**src/design/ctt_pkg.sv**
```systemverilog
// shared types and constants for the class transition crosstab
// no dependencies; imported by every crosstab module but ctt_ram
package ctt_pkg;

  localparam int NUM_CLASSES_DEF = 16;
  localparam int COUNT_BITS_DEF  = 32;
  localparam int VALUE_BITS      = 16;
  localparam int CODE_BITS       = 23;
  localparam int OUT_BITS        = 32;
  localparam int NET_BITS        = 33;
  localparam int CLS_MAX_BITS    = 8;
  localparam int CODE_SCALE      = 100;
  localparam int QUEUE_DEPTH     = 2;

  typedef enum logic [1:0] {
    CMD_COUNT = 2'd0,
    CMD_QUERY = 2'd1,
    CMD_CLEAR = 2'd2,
    CMD_NONE  = 2'd3
  } cmd_t;

  typedef enum logic [2:0] {
    ST_COUNTED = 3'd0,
    ST_NODATA  = 3'd1,
    ST_RANGE   = 3'd2,
    ST_QUERY   = 3'd3,
    ST_CLEARED = 3'd4
  } status_t;

  typedef enum logic {
    REG_NODATA_ENABLE = 1'b0,
    REG_NODATA_VALUE  = 1'b1
  } reg_idx_t;

  // what the back end has to do with a queued request
  typedef enum logic [1:0] {
    K_REPORT = 2'd0,
    K_COUNT  = 2'd1,
    K_QUERY  = 2'd2,
    K_CLEAR  = 2'd3
  } kind_t;

  typedef struct packed {
    kind_t                   kind;
    status_t                 status;
    logic [CODE_BITS-1:0]    code;
    logic [CLS_MAX_BITS-1:0] e_cls;
    logic [CLS_MAX_BITS-1:0] l_cls;
    logic                    cell_ok;
  } item_t;

  typedef enum logic [2:0] {
    B_INIT,
    B_IDLE,
    B_CNT_RD,
    B_CNT_WR,
    B_Q_RD1,
    B_Q_RD2,
    B_Q_OUT,
    B_CLEAR
  } bstate_t;

endpackage

```
**src/design/ctt_queue.sv**
```systemverilog
// short request queue between the front and back ends
// depends on ctt_pkg for the request type
module ctt_queue (
  input  logic          clk,
  input  logic          rst,
  input  logic          push,
  input  ctt_pkg::item_t push_item,
  input  logic          pop,
  output ctt_pkg::item_t head,
  output logic          empty,
  output logic          full
);
  import ctt_pkg::*;

  localparam int PW = (QUEUE_DEPTH > 1) ? $clog2(QUEUE_DEPTH) : 1;
  localparam int CW = $clog2(QUEUE_DEPTH + 1);

  item_t          entries [QUEUE_DEPTH];
  logic [PW-1:0]  wr_ptr;
  logic [PW-1:0]  rd_ptr;
  logic [CW-1:0]  count;

  assign head  = entries[rd_ptr];
  assign empty = (count == '0);
  assign full  = (count == CW'(QUEUE_DEPTH));

  // storage
  always_ff @(posedge clk) begin
    if (push) begin
      entries[wr_ptr] <= push_item;
    end
  end

  // pointers and fill level
  always_ff @(posedge clk) begin
    if (rst) begin
      wr_ptr <= '0;
      rd_ptr <= '0;
      count  <= '0;
    end else begin
      if (push) begin
        wr_ptr <= (wr_ptr == PW'(QUEUE_DEPTH - 1)) ? '0 : wr_ptr + PW'(1);
      end
      if (pop) begin
        rd_ptr <= (rd_ptr == PW'(QUEUE_DEPTH - 1)) ? '0 : rd_ptr + PW'(1);
      end
      if (push && !pop) begin
        count <= count + CW'(1);
      end else if (pop && !push) begin
        count <= count - CW'(1);
      end
    end
  end

endmodule

```
**config.mk**
```make
export PLATFORM = sky130hd
export DESIGN_NAME = ctt_queue
export DESIGN_NICKNAME = d
export VERILOG_FILES = /design/src/design/ctt_pkg.sv /design/src/design/ctt_queue.sv
export SDC_FILE = /design/constraint.sdc
export NUM_CORES = 1
export LEC_CHECK = 0
export ABC_AREA = 1
export BUFFER_PORTS_ARGS = -buffer_cell sky130_fd_sc_hd__buf_2
export CORE_MARGIN = 2
export CORE_UTILIZATION = 50
export CTS_CLUSTER_DIAMETER = 40
export DETAILED_ROUTE_END_ITERATION = 6
export GPL_ROUTABILITY_DRIVEN = 1
export GPL_TIMING_DRIVEN = 0
export PLACE_DENSITY = 0.76
export SLEW_MARGIN = 5
export SYNTH_ARGS = -nofsm -noshare
export SYNTH_HDL_FRONTEND = slang
export SYNTH_SLANG_ARGS = --single-unit
```
**constraint.sdc**
```tcl
create_clock -name clk -period 3.75 [get_ports clk]
set_clock_uncertainty 0.2 [all_clocks]
set_input_delay 0.1875 -clock clk [delete_from_list [all_inputs] [get_ports clk]]
set_output_delay 0.1875 -clock clk [all_outputs]
set_load 0.02 [all_outputs]
```
Word-level counts from Yosys, hierarchy flattened
Memories as Yosys holds them, arrays and structs flattened. A register that Yosys moved wholly into a read port is not among the register bits.
Index checks and enable logic that the tools add are counted.
{"block": "word_totals", "ff_bits": 4, "ramBits": 90, "input_bits": 49, "n_memories": 1}
{"block": "classes", "add_sub_neg": 4, "n_eq_ne": 1, "n_mux": 8, "reduce_logical": 6}
{"memory": "entries", "words": 2, "word_bits": 45, "rd": 1, "rd_clocked_by_memory_dff": 1, "wr": 1, "line": "ctt_queue.sv:18", "source": "item_t entries [QUEUE_DEPTH];"}
{"operator": "$mux 1", "count": 6}
{"operator": "$mux 2", "count": 2}
{"operator": "$add 1x1->1 const B", "count": 2}
{"operator": "$add 2x1->2 const B", "count": 1}
{"operator": "$eq 2x2->1 const B", "count": 1}
{"operator": "$logic_and 1x1->1", "count": 2}
{"operator": "$logic_not 1->1", "count": 2}
{"operator": "$logic_not 2->1", "count": 1}
{"operator": "$reduce_bool 2->1", "count": 1}
{"operator": "$sub 2x1->2 const B", "count": 1}

Longest topological paths before layout
{"block": "logic_depth", "ltp_word": 4, "depth_mapped": 8}

Worst setup path after synthesis
OpenSTA, ideal clock, no wires.
{"block": "synth_timing", "path_kind": "register to register", "startpoint": "reg wr_ptr", "endpoint": "mem entries[0][0] in the netlist's numbering (enable)", "setup_ns": 0.449, "arrival_time_ns": 2.212, "setup_slack_ns": 0.889, "path_stages_with_launch": 2, "cell_sequence": "dfxtp_1 -> nor2_1"}
{"item": "start, declared", "line": "ctt_queue.sv:19", "source": "logic [PW-1:0] wr_ptr;"}
{"item": "start signal, assigned", "line": "ctt_queue.sv:42", "source": "wr_ptr <= (wr_ptr == PW'(QUEUE_DEPTH - 1)) ? '0 : wr_ptr + PW'(1);"}
{"item": "end, declared", "line": "ctt_queue.sv:18"}
Straight into the memory's write port.

==> impl_metrics.yaml <==
cells_and_area:
  area_growth_pct: 35.56
  diodes: 0
  drive_gt1_share_pct: 49.25
  layout.nets: 380
clock_network:
  clk_root_buffer_cell: "clkbuf_8"
  cts.path.max_buffers: 2
  cts_setup_buffers: 0
  cts_sinks: 95
  path_clk_slew_ps: 80
  cts_tree: "yes"
  worstSkewPairLatency_ps: 340
  cts_buffers: 9
  cts_max_level: 3
pwr:
  peakVddDrop_uv: 305.5
  pwr-share-seq_pct: 56.3
  leakage_nw: 2.024
  internal_power_mw: 1.661
  total_power_mw: 2.205
  pwr-share-comb_pct: 17.3
  swShare_pct: 24.65
  clock_power_share_pct: 26.4
  power_density_nw_per_um2: 442.2
  p_switching_mw: 0.5435
synthesis:
  netlist_instances: 173
  yosysWarnings: 0
  synth_top_family_by_area: "multiplexers"
  ys_seq_area_share_pct: 76.22
  yosys.area_share.simple_pct: 1.667
  synth_nets: 223
  syn-mean-instance-area_sq_um: 21.26
  yosys.cell_types.count: 16
  synthXorXnorAreaFrac_pct: 0.2382
  synth_fa_ha_area_share_pct: 0.3403
  muxShareOfSynthArea_pct: 17.86
  synth-compound-area-share_pct: 0.2722
  syn_area_sq_um: 3677
  synth-seq-cells: 95
drt:
  wl_per_cell_um: 15.05
  drt-initial-drc-count: 94
  drc: 0
  routed_via_density: 4.698
  vias: 2039
  routed_wl_um: 6532
  drt.antenna.violating_nets: 0
  drtPass1Iterations: 4
critical_path:
  max_stage_delay_ps: 330
  critPathMaxFanout: 10
  path_cells: "buf_6 -> buf_12 -> mux2_4 -> buf_2"
  worst_ep_arrival_time_ps: 1490
  crit_type: "reg -> out"
  cp-end-kind: "primary output"
  crit_required_ps: 3360
  start_kind: "flip-flop"
  cp_slowest_cell: "dfxtp_1"
floorplan:
  initial_utilization_pct: 51.25
  chipHeight_um: 89.76
  core-area_sq_um: 7176
  io_pins: 96
  dieArea_sq_um: 8057
  rows: 31
  fp.dieW_um: 89.76
placement:
  finalWeightedCongestion: 0.7633
  port_buffers: 95
  hpwl_um: 3855
sta:
  slew_viol_final: 0
  max_slew_margin_pct: 63.79
  worstMarginPinSlew_ps: 541.8
  timing.hold.ws_ps: 349.1
  hold_viol: 0
  fin_crit_sh_pct: 49.95
  achievable-frequency_mhz: 533.9
  fin_crit_ps: 1873
  final-setup-viol-count: 0
  rsz0062_at_grt: "false"
global_route:
  grt.total_usage_pct: 16.68
  antenna_found_initial: 0
  grt_overflow: 0
  grt_pass1_vias: 2222
  grt_max_degree: 31
  grt_first_pass_wirelength_um: 10300
run:
  maxCapViolCount: 0
hold_path:
  worstHoldPathType: "reg -> reg"
run_status:
  outcome: "complete, no violations"
## cell usage in the layout (no fill, tap or decap)
| master | n |
|---|---|
| mux2_2 | 5 |
| dlygate4sd3_1 | 49 |
| inv_1 | 8 |
| buf_2 | 95 |
| nor2_4 | 1 |
| mux2_4 | 40 |
| nand4_1 | 1 |
| edfxtp_1 | 90 |
| nor3_1 | 1 |
| inv_6 | 3 |
| a21oi_1 | 1 |
| o21ai_0 | 1 |
| nand3_1 | 1 |
| buf_6 | 1 |
| ha_1 | 1 |
| dfxtp_1 | 5 |
| xnor2_1 | 1 |
| nor2_1 | 6 |
| nand2_1 | 5 |
| buf_12 | 6 |
| clkinv_2 | 4 |
| clkbuf_8 | 9 |
| inv_2 | 1 |
## sequential cells by signal, indices dropped and copies added, names as in the netlist, named ones only
signal / cells
wr_ptr: 1
count: 2
entries: 90
rd_ptr: 1
## synthesized netlist by cell type, drive strengths merged
cell,count,share of area [%]
dfxtp,5,2.7
o21ai,1,0.14
nand4,1,0.17
a21oi,1,0.14
nand2,5,0.51
buf,5,2.5
nor3,1,0.14
xnor2,1,0.24
mux2,45,18
ha,1,0.34
inv,9,0.92
edfxtp,90,73
nand3,1,0.14
nor2,7,0.71
## layout make-up
type                       instances  area (sq um)
inverter                           9         33.78
timing repair buffer             146          1006
multi-input combinational         64         757.0
clock buffer                       9         123.9
clock inverter                     7         46.29
buffer                             5         91.34
sequential                        95          2803
fill                             464          2191
tap                               99         123.9
## power by group through the flow
stage                     Clock, mW  Sequential [mW]  Combinational, mW
final                         0.582             1.24              0.382
after floorplan                   0             1.26              0.234
after global routing          0.642             1.25              0.406
after detailed placement          0             1.26              0.341
after global placement            0             1.26              0.330
after CTS                     0.596             1.24              0.382
## logic make-up (layout without fill, tap and decap cells)
| family | Yosys count | after routing |
|---|---|---|
| compound gates | 2 | 2 |
| xor+xnor | 1 | 1 |
| fa+ha+maj | 1 | 1 |
| buf+inv | 14 | 176 |
| flops | 95 | 95 |
| mux | 45 | 45 |
| simple gates | 15 | 15 |
## critical path, delay by kind of cell (launching register included)
kind	cells	cell delay (ps)
buffers and inverters	3	510
DFF	1	330
muxes	1	310
## what timing repair did
action | CTS | global route
gates resized for setup | 0 | 0
hold buffers | 49 | 0
setup endpoints to repair | 0 | 0
endpoints found under the hold margin | 95 | 0
## layer usage
| metal | vias up | part of all wire, % | global-route usage, % |
|---|---|---|---|
| li1 | 972 | - | - |
| met4 | 0 | 2.9 | 9.872 |
| met3 | 19 | 3.9 | 3.353 |
| met5 | - | 0 | 0 |
| met2 | 60 | 54 | 31.12 |
| met1 | 988 | 39 | 17.22 |
## final timing paths
kind / startpoint / end / slack, ps / cells past startpoint
max: flip-flop / head[7] / 1880 / 4
min: rd_ptr / flip-flop / 350 / 2
max reg2reg: wr_ptr / entries[1][33] / 2120 / 3
min reg2reg: rd_ptr / flip-flop / 350 / 2
## stage by stage
stage	utilization, %	setup TNS, ps	std cells	worst slack [ps]	area, sq um
3_5_place_dp	60.26	0	369	2132	4324
3_3_place_gp	59.60	-8711	367	-196.0	4277
5_1_grt	69.47	0	434	1797	4985
2_1_floorplan	-	0	173	889.3	3677
4_1_cts	69.47	0	434	1850	4985
6_report	69.47	0	434	1877	4985
Note: power is estimated with default switching activity, not from simulation.
