`config.mk`:
```
export PLATFORM = sky130hd
export DESIGN_NAME = ctt_front
export DESIGN_NICKNAME = d
export VERILOG_FILES = /design/src/design/ctt_pkg.sv /design/src/design/ctt_front.sv
export SDC_FILE = /design/constraint.sdc
export NUM_CORES = 1
export LEC_CHECK = 0
export BUFFER_PORTS_ARGS = -buffer_cell sky130_fd_sc_hd__buf_2
export CAP_MARGIN = 20
export CORE_AREA = 4 4 154 97
export CTS_CLUSTER_DIAMETER = 30
export CTS_CLUSTER_SIZE = 12
export DETAILED_ROUTE_END_ITERATION = 12
export DIE_AREA = 0 0 158 101
export PLACE_DENSITY = 0.58
export SYNTH_ARGS = -nofsm -noshare
export SYNTH_HDL_FRONTEND = slang
export SYNTH_SLANG_ARGS = --single-unit
```
`constraint.sdc`:
```
create_clock -name clk -period 12.8 [get_ports clk]
set_input_delay 2.56 -clock clk [delete_from_list [all_inputs] [get_ports clk]]
set_output_delay 2.56 -clock clk [all_outputs]
set_load 0.05 [all_outputs]
```
`src/design/ctt_pkg.sv`:
```
// shared types and constants for the class transition crosstab
// no dependencies; imported by every crosstab module but ctt_ram
package ctt_pkg;

  localparam int NUM_CLASSES_DEF = 16;
  localparam int COUNT_BITS_DEF  = 32;
  localparam int VALUE_BITS      = 16;
  localparam int CODE_BITS       = 23;
  localparam int OUT_BITS        = 32;
  localparam int NET_BITS        = 33;
  localparam int CLS_MAX_BITS    = 8;
  localparam int CODE_SCALE      = 100;
  localparam int QUEUE_DEPTH     = 2;

  typedef enum logic [1:0] {
    CMD_COUNT = 2'd0,
    CMD_QUERY = 2'd1,
    CMD_CLEAR = 2'd2,
    CMD_NONE  = 2'd3
  } cmd_t;

  typedef enum logic [2:0] {
    ST_COUNTED = 3'd0,
    ST_NODATA  = 3'd1,
    ST_RANGE   = 3'd2,
    ST_QUERY   = 3'd3,
    ST_CLEARED = 3'd4
  } status_t;

  typedef enum logic {
    REG_NODATA_ENABLE = 1'b0,
    REG_NODATA_VALUE  = 1'b1
  } reg_idx_t;

  // what the back end has to do with a queued request
  typedef enum logic [1:0] {
    K_REPORT = 2'd0,
    K_COUNT  = 2'd1,
    K_QUERY  = 2'd2,
    K_CLEAR  = 2'd3
  } kind_t;

  typedef struct packed {
    kind_t                   kind;
    status_t                 status;
    logic [CODE_BITS-1:0]    code;
    logic [CLS_MAX_BITS-1:0] e_cls;
    logic [CLS_MAX_BITS-1:0] l_cls;
    logic                    cell_ok;
  } item_t;

  typedef enum logic [2:0] {
    B_INIT,
    B_IDLE,
    B_CNT_RD,
    B_CNT_WR,
    B_Q_RD1,
    B_Q_RD2,
    B_Q_OUT,
    B_CLEAR
  } bstate_t;

endpackage

```
`src/design/ctt_front.sv`:
```
// front end: config registers, request accept and classification
// depends on ctt_pkg; feeds ctt_queue
module ctt_front #(
  parameter int NUM_CLASSES = ctt_pkg::NUM_CLASSES_DEF
) (
  input  logic                           clk,
  input  logic                           rst,
  input  logic                           start,
  input  logic [1:0]                     command,
  input  logic [ctt_pkg::VALUE_BITS-1:0] earlier_value,
  input  logic [ctt_pkg::VALUE_BITS-1:0] later_value,
  input  logic                           cfg_write,
  input  logic                           cfg_index,
  input  logic [ctt_pkg::VALUE_BITS-1:0] cfg_data,
  input  logic                           q_full,
  input  logic                           sweeping,
  output logic                           busy,
  output logic                           push,
  output ctt_pkg::item_t                 push_item
);
  import ctt_pkg::*;

  logic                  nodata_enable;
  logic [VALUE_BITS-1:0] nodata_value;
  logic                  e_oor;
  logic                  l_oor;
  logic                  is_nodata;
  logic [CODE_BITS-1:0]  pair_code;

  // configuration registers
  always_ff @(posedge clk) begin
    if (rst) begin
      nodata_enable <= 1'b0;
      nodata_value  <= '0;
    end else if (cfg_write) begin
      unique case (reg_idx_t'(cfg_index))
        REG_NODATA_ENABLE: nodata_enable <= cfg_data[0];
        REG_NODATA_VALUE:  nodata_value  <= cfg_data;
      endcase
    end
  end

  // handshake
  assign busy = q_full | sweeping;
  assign push = start && !busy && (cmd_t'(command) != CMD_NONE);

  // range, no-data and code
  assign e_oor     = (earlier_value >= VALUE_BITS'(NUM_CLASSES));
  assign l_oor     = (later_value >= VALUE_BITS'(NUM_CLASSES));
  assign is_nodata = nodata_enable &&
                     ((earlier_value == nodata_value) || (later_value == nodata_value));
  assign pair_code = CODE_BITS'(earlier_value) * CODE_BITS'(CODE_SCALE) +
                     CODE_BITS'(later_value);

  // classify the request
  always_comb begin
    push_item         = '0;
    push_item.kind    = K_REPORT;
    push_item.status  = ST_RANGE;
    push_item.e_cls   = earlier_value[CLS_MAX_BITS-1:0];
    push_item.l_cls   = later_value[CLS_MAX_BITS-1:0];
    push_item.cell_ok = !l_oor;
    unique case (cmd_t'(command))
      CMD_COUNT: begin
        if (is_nodata) begin
          push_item.status = ST_NODATA;
          push_item.code   = CODE_BITS'(nodata_value);
        end else begin
          push_item.code = pair_code;
          if (!e_oor && !l_oor) begin
            push_item.kind   = K_COUNT;
            push_item.status = ST_COUNTED;
          end
        end
      end
      CMD_QUERY: begin
        if (!e_oor) begin
          push_item.kind   = K_QUERY;
          push_item.status = ST_QUERY;
        end
      end
      CMD_CLEAR: begin
        push_item.kind   = K_CLEAR;
        push_item.status = ST_CLEARED;
      end
      CMD_NONE: begin
        push_item.kind = K_REPORT;
      end
    endcase
  end

endmodule

```
# Word level (Yosys, flattened, before mapping)
# Index checks and enable logic that the tools add are counted.
# word_totals
out_inout_bits	47
mem_bits_rw	0
inputBits	57
mem_count	0
wordCells	32
latch_bits	0
ff_bits	17
rom_bits	0
# op_classes
div	0
n_addsub	1
n_lt_le_gt_ge	2
n_reduce_logical	11
n_mux	7
n_eq_ne	6
multipliers	1
bitwise	2
shift	0
# ops
cell	n
== test 16 bit	2
greater-or-equal comparator 16 x 5 -> 1 bit (second input constant)	2
two-way mux 26 bit	1
adder 23 x 16 -> 23 bit	1
two-way mux 23 bit	1
multiplier 16 x 5 -> 21 bit (second input constant)	1
case mux 3 bit (3 select lines)	1
case mux 2 bit (4 select lines)	1
two-way mux 5 bit	1
== test 2 bit (second input constant)	2
logical AND 1 bit	4
two-way mux 4 bit	1
AND reduction 2 bit	2
zero test 1 bit	3
== test 2 x 1 -> 1 bit (second input constant)	1
zero test 2 bit	1
!= test 2 bit (second input constant)	1
logical OR 1 bit	1
two-way mux 1 bit	1
NOT 1 bit	1
OR 1 bit	1

# Longest topological paths before layout
# Gate-level depths: netlist of the first run.
# logic_depth
ltp_word	6
depth_mapped	20
depth_no_buf	20

# Worst setup path before layout of the first run
# Ideal clock, no wire load.
# synth_timing
path_kind	input to output
startpoint	input earlier_value[2] (netlist name)
endpoint	output push_item[38] (netlist name)
t_arrival_ps	6927
path_stages	17
n_path_buf	0
required_ps	10240
setup_slack_ps	3313
cell_sequence	inv_1 > ha_1 > ha_1 > fa_1 > ha_1 > nor2b_1 > o2111ai_1 > and3_1 > nor2_1 > xor2_1 > ha_1 > and3_1 > o211ai_1 > a31oi_1 > nor2_1 > or4_1 > a21oi_1
# synth_lines
item	line_no	source
from (decl)	ctt_front.sv:10	input logic [ctt_pkg::VALUE_BITS-1:0] earlier_value,
to (decl)	ctt_front.sv:19	output ctt_pkg::item_t push_item

==> flow_summary.ini, run 1 <==
[clock_tree]
hold_buffers = 0
cts_tree = built
clk_pin_slew_ps = 50
clkSinkCount = 17
h-tree-depth = 1
ctsLongestPathBuffers = 2
cts_setup_buffers = 0
cts_resized = 0
cts_root_buffer = clkbuf_16
cts_buffers = 3
clkLatencyLatePin_ps = 250

[yosys]
synth-edff-count = 0
yosysWarnings = 0
synth_area_mm2 = 0.00399
synthCells = 528
syn_avg_cell_area_um2 = 7.56
synth-seq-cells = 17
synth_flop_cell = dfxtp_1
synthArstFlopShare = 0
yosysUniqueCellTypes = 56
yosysSeqAreaShare = 0.0852
synth_nets = 676

[routing]
drc = 0
vias_per_cell = 4.90
first_pass_iters = 5
first_iter_violations = 214
finalWirelength_um = 12500
post_drt_wl_per_cell_um = 15.9
postRouteAntennaNets = 0
via_count = 3853

[timing]
slew_headroom = 0.491
tightest_slew_ps = 756
slew_violations = 0
fmax_mhz = 102
fin_tns_setup_ps = 0
setup_viol = 0
fin_skew_ps = 0
whs_ps = 521
setup_slack_ps = 3010
grt_setup_unrepaired = no
post-route-period-util = 0.765
period_needed_ps = 9790
hold_viol = 0

[setup_path]
arrival_ps = 7230
rr_worst_depth = 2
end_kind = primary output
worstPathRequired_ps = 10240
path_class = in -> out
start_kind = input pin
cp_max_fo = 6

[layout]
drive_above_1_share = 0.200
fin_area_mm2 = 0.00465
antenna_cells = 0
final_util = 0.346
syn_to_final_growth_pct = 16.4
nets = 760
final_cell_mix = 103 x buf_2, 79 x ha_1, 69 x inv_1
final_common_cell = buf_2

[global_route]
grt_overflow_total = 0
grt_antenna_before_repair = 0
track_usage = 0.154
grt_pass1_wl_um = 19800
grt_pass1_vias = 3768
grt_max_degree = 18

[status]
run_status = finished clean

[flow_run]
drv_cap = 0

[pwr]
peakVddDrop_uv = 45.1
power_leakage_nw = 2.43
p_per_area_mw_per_mm2 = 137

[floorplanning]
start_util = 0.298
io_pins = 104
die_w_um = 158
core_mm2 = 0.0134
die_height_um = 101
fp.dieArea_mm2 = 0.0160
rows = 33

[placed_design]
placed_area_mm2 = 0.00456
port_buffers = 103
place_hpwl_um = 10900
routabilityCongestion = 0.877
dp_slack_ps = 3070

[hold_path]
hp-class = reg -> reg
hold_path_depth = 2
cell usage after synthesis, types with 6 or more instances:
cell type / count / area share
xor2_1: 47 / 0.10
buf_4: 16 / 0.030
o21ai_0: 28 / 0.035
nor2_1: 32 / 0.030
a21oi_1: 30 / 0.038
clkbuf_1: 8 / 0.0075
xnor2_1: 10 / 0.022
ha_1: 79 / 0.25
nor4_1: 11 / 0.017
nor3_1: 12 / 0.015
nand2_1: 63 / 0.059
dfxtp_1: 17 / 0.085
fa_1: 12 / 0.060
inv_1: 69 / 0.065
nand3_1: 6 / 0.0075
nand4_1: 7 / 0.011
cell type report:
cell class	instances	area [µm²]
Inverter	69	259
Fill cell	1419	8770
Clock buffer	4	78.8
Sequential cell	17	340
Multi-Input combinational cell	416	3220
Timing Repair Buffer	105	534
Tap cell	175	219
power breakdown:
group	switching (mW)	total (mW)	leakage, nW	internal, mW
clock	0.0203	0.0626	0.0382	0.0423
combinational	0.333	0.516	2.25	0.182
sequential	0.00363	0.0591	0.139	0.0555
registers in the layout, indices dropped and copies added (netlist names):
register       cells
nodata_value      16
nodata_enable      1
per-layer routing:
metal	wire length [µm]	share of wire	vias to the layer above	track usage
li1	-	-	1951	-
met1	6970	0.56	1764	0.252
met2	4720	0.38	136	0.219
met3	768	0.062	2	0.0167
met4	26	0.0021	0	0.0138
met5	0	0	-	0
metrics by stage:
step | instances | total power [mW]
after floorplan | 528 | 0.453
after global placement | 781 | 0.556
after detailed placement | 781 | 0.567
after CTS | 785 | 0.633
after global routing | 786 | 0.692
final | 786 | 0.637
critical path: stages:
cell and delay (ps):
buf_2 160, inv_1 60, ha_1 290, ha_1 320, fa_1 490, ha_1 370
nor2b_1 180, o2111ai_1 220, and3_1 300, nor2_1 70, xor2_1 150, ha_1 360
and3_1 180, o211ai_1 100, a31oi_1 360, nor2_1 130, or4_1 510, a21oi_1 150
buf_2 290
cells by family (layout without fill, tap and decap cells):
kind of cell,after synthesis,count (layout),share of synthesized area
DFF,17,17,0.0852
adders and majority gates,91,91,0.308
and+or+nand+nor,163,163,0.199
buffers and inverters,95,178,0.109
AOI/OAI and AO/OA,102,102,0.166
xor gates and xnor gates,57,57,0.125
muxes,3,3,0.00752
worst paths after layout:
check | startpoint | endpoint | slack [ps]
worst min register to register | nodata_value[9] | nodata_value[9] | 520
worst max-delay path | earlier_value[2] | push_item[38] | 3010
worst min-delay path | nodata_value[9] | nodata_value[9] | 520
worst max register to register | nodata_value[2] | nodata_value[2] | 12050
Note: power is estimated with default switching activity, not from simulation.
==> run 2: changes to the inputs <==
Settings changed: PLACE_DENSITY 0.58 to 0.6.
Clock period 12.8 ns to 8.8 ns, I/O delays scaled along.
==> flow_summary.ini, run 2 (synthesis gave the netlist of run 1 again) <==
[clock_tree]
cts_buffers = 3
ctsLongestPathBuffers = 2
clkLatencyLatePin_ps = 250
clk_pin_slew_ps = 50
h-tree-depth = 1
cts_root_buffer = clkbuf_16
clkSinkCount = 17
cts_resized = 0
cts_setup_buffers = 0
hold_buffers = 0
cts_tree = built

[global_route]
grt_max_degree = 18
grt_overflow_total = 0
track_usage = 0.154
grt_antenna_before_repair = 0
grt_pass1_vias = 3628
grt_pass1_wl_um = 19400

[layout]
final_common_cell = buf_2
drive_above_1_share = 0.201
top_regs = nodata_value (16), nodata_enable (1)
final_cell_mix = 103 x buf_2, 79 x ha_1, 69 x inv_1
instances_no_fill = 787
antenna_cells = 0
largest_reg_flops = 16
top_register = nodata_value
syn_to_final_growth_pct = 16.6
final_util = 0.347
nets = 761
fin_area_mm2 = 0.00465
fillers = 1481

[routing]
via_count = 3782
first_pass_iters = 4
postRouteAntennaNets = 0
first_iter_violations = 232
post_drt_wl_per_cell_um = 15.5
finalWirelength_um = 12200
vias_per_cell = 4.81
drc = 0

[timing]
post-route-period-util = 0.927
tightest_slew_ps = 765
fmax_mhz = 123
hold_viol = 0
fin_tns_setup_ps = 0
period_needed_ps = 8150
fin_skew_ps = 0
slew_violations = 0
setup_viol = 0
grt_setup_unrepaired = no
slew_headroom = 0.485

[floorplanning]
core_mm2 = 0.0134
rows = 33
die_height_um = 101
die_w_um = 158
start_util = 0.298
io_pins = 104
fp.dieArea_mm2 = 0.0160

[setup_path]
crit_slowest_cell = or4_1
cp_max_fo = 6
r2r-start = nodata_value[6]
arrival_ps = 6390
crit_chain = buf_2 > inv_1 > ha_1 > ha_1 > fa_1 > ha_1 > nor2b_1 > o2111ai_1 > and3_1 > nor2_1 > xor2_1 > ha_1 > and3_1 > o211ai_1 > a31oi_1 > nor2_1 > or4_1 > a21oi_1 > buf_2
worstPathRequired_ps = 7040
end_kind = primary output
startpoint = earlier_value[2]
worstPathBufferInverterCount = 3
path_delay_family = adder cells
path_class = in -> out
max_stage_delay_ps = 510
start_kind = input pin
critPathMostFrequentCell = ha_1

[pwr]
peakVddDrop_uv = 91.9
p_per_area_mw_per_mm2 = 197
power_leakage_nw = 2.44

[placed_design]
port_buffers = 103
placed_area_mm2 = 0.00456
place_hpwl_um = 10600
routabilityCongestion = 0.862
placed_cells = 782

[flow_run]
drv_cap = 0

[hold_path]
hold_start = nodata_value[12]
hp-class = reg -> reg

[status]
run_status = finished clean
==> run 2: changes by cell type in the layout (fill, tap and decap cells not counted) <==
cell and change:
buf_4 +1
==> run 2: final cells by class <==
type	instances	area, µm²	share of cell area
Multi-Input combinational cell	416	3220	0.691
Inverter	69	259	0.0556
Timing Repair Buffer	106	542	0.116
Sequential cell	17	340	0.0731
Clock buffer	4	78.8	0.0169
Tap cell	175	219	0.0470
==> run 2: layer usage <==
layer | track usage | wire length [µm]
met1 | 0.262 | 6930
met2 | 0.206 | 4400
met3 | 0.0206 | 886
met4 | 0.00655 | 13
met5 | 0 | 0
==> run 2: path summary, 6_finish.rpt <==
path / slack (ps) / endpoint / cells after the start
setup reg to reg: 8030 / nodata_value[6] / 2
hold / removal: 520 / nodata_value[12] / 2
setup / recovery: 650 / push_item[38] / 19
hold reg to reg: 520 / nodata_value[12] / 2
==> run 2: power by group <==
part / switching, mW / internal [mW] / total [mW]
clock network: 0.0307 / 0.0616 / 0.0922
registers: 0.00563 / 0.0807 / 0.0863
logic: 0.475 / 0.266 / 0.741
==> run 2: per-stage QoR <==
| stage | setup WS [ps] | power, mW | hold slack, ps |
|---|---|---|---|
| after floorplan | 913 | 0.660 | 457 |
| after global placement | 793 | 0.821 | 502 |
| after detailed placement | 715 | 0.817 | 504 |
| after CTS | 693 | 0.913 | 522 |
| after global routing | 348 | 1.01 | 553 |
| final | 645 | 0.919 | 520 |
==> run 2: worst reg2reg max path: stages, from the launching register on <==
cell and delay [ps]:
dfxtp_1 470, nand2_1 80, a21oi_1 150
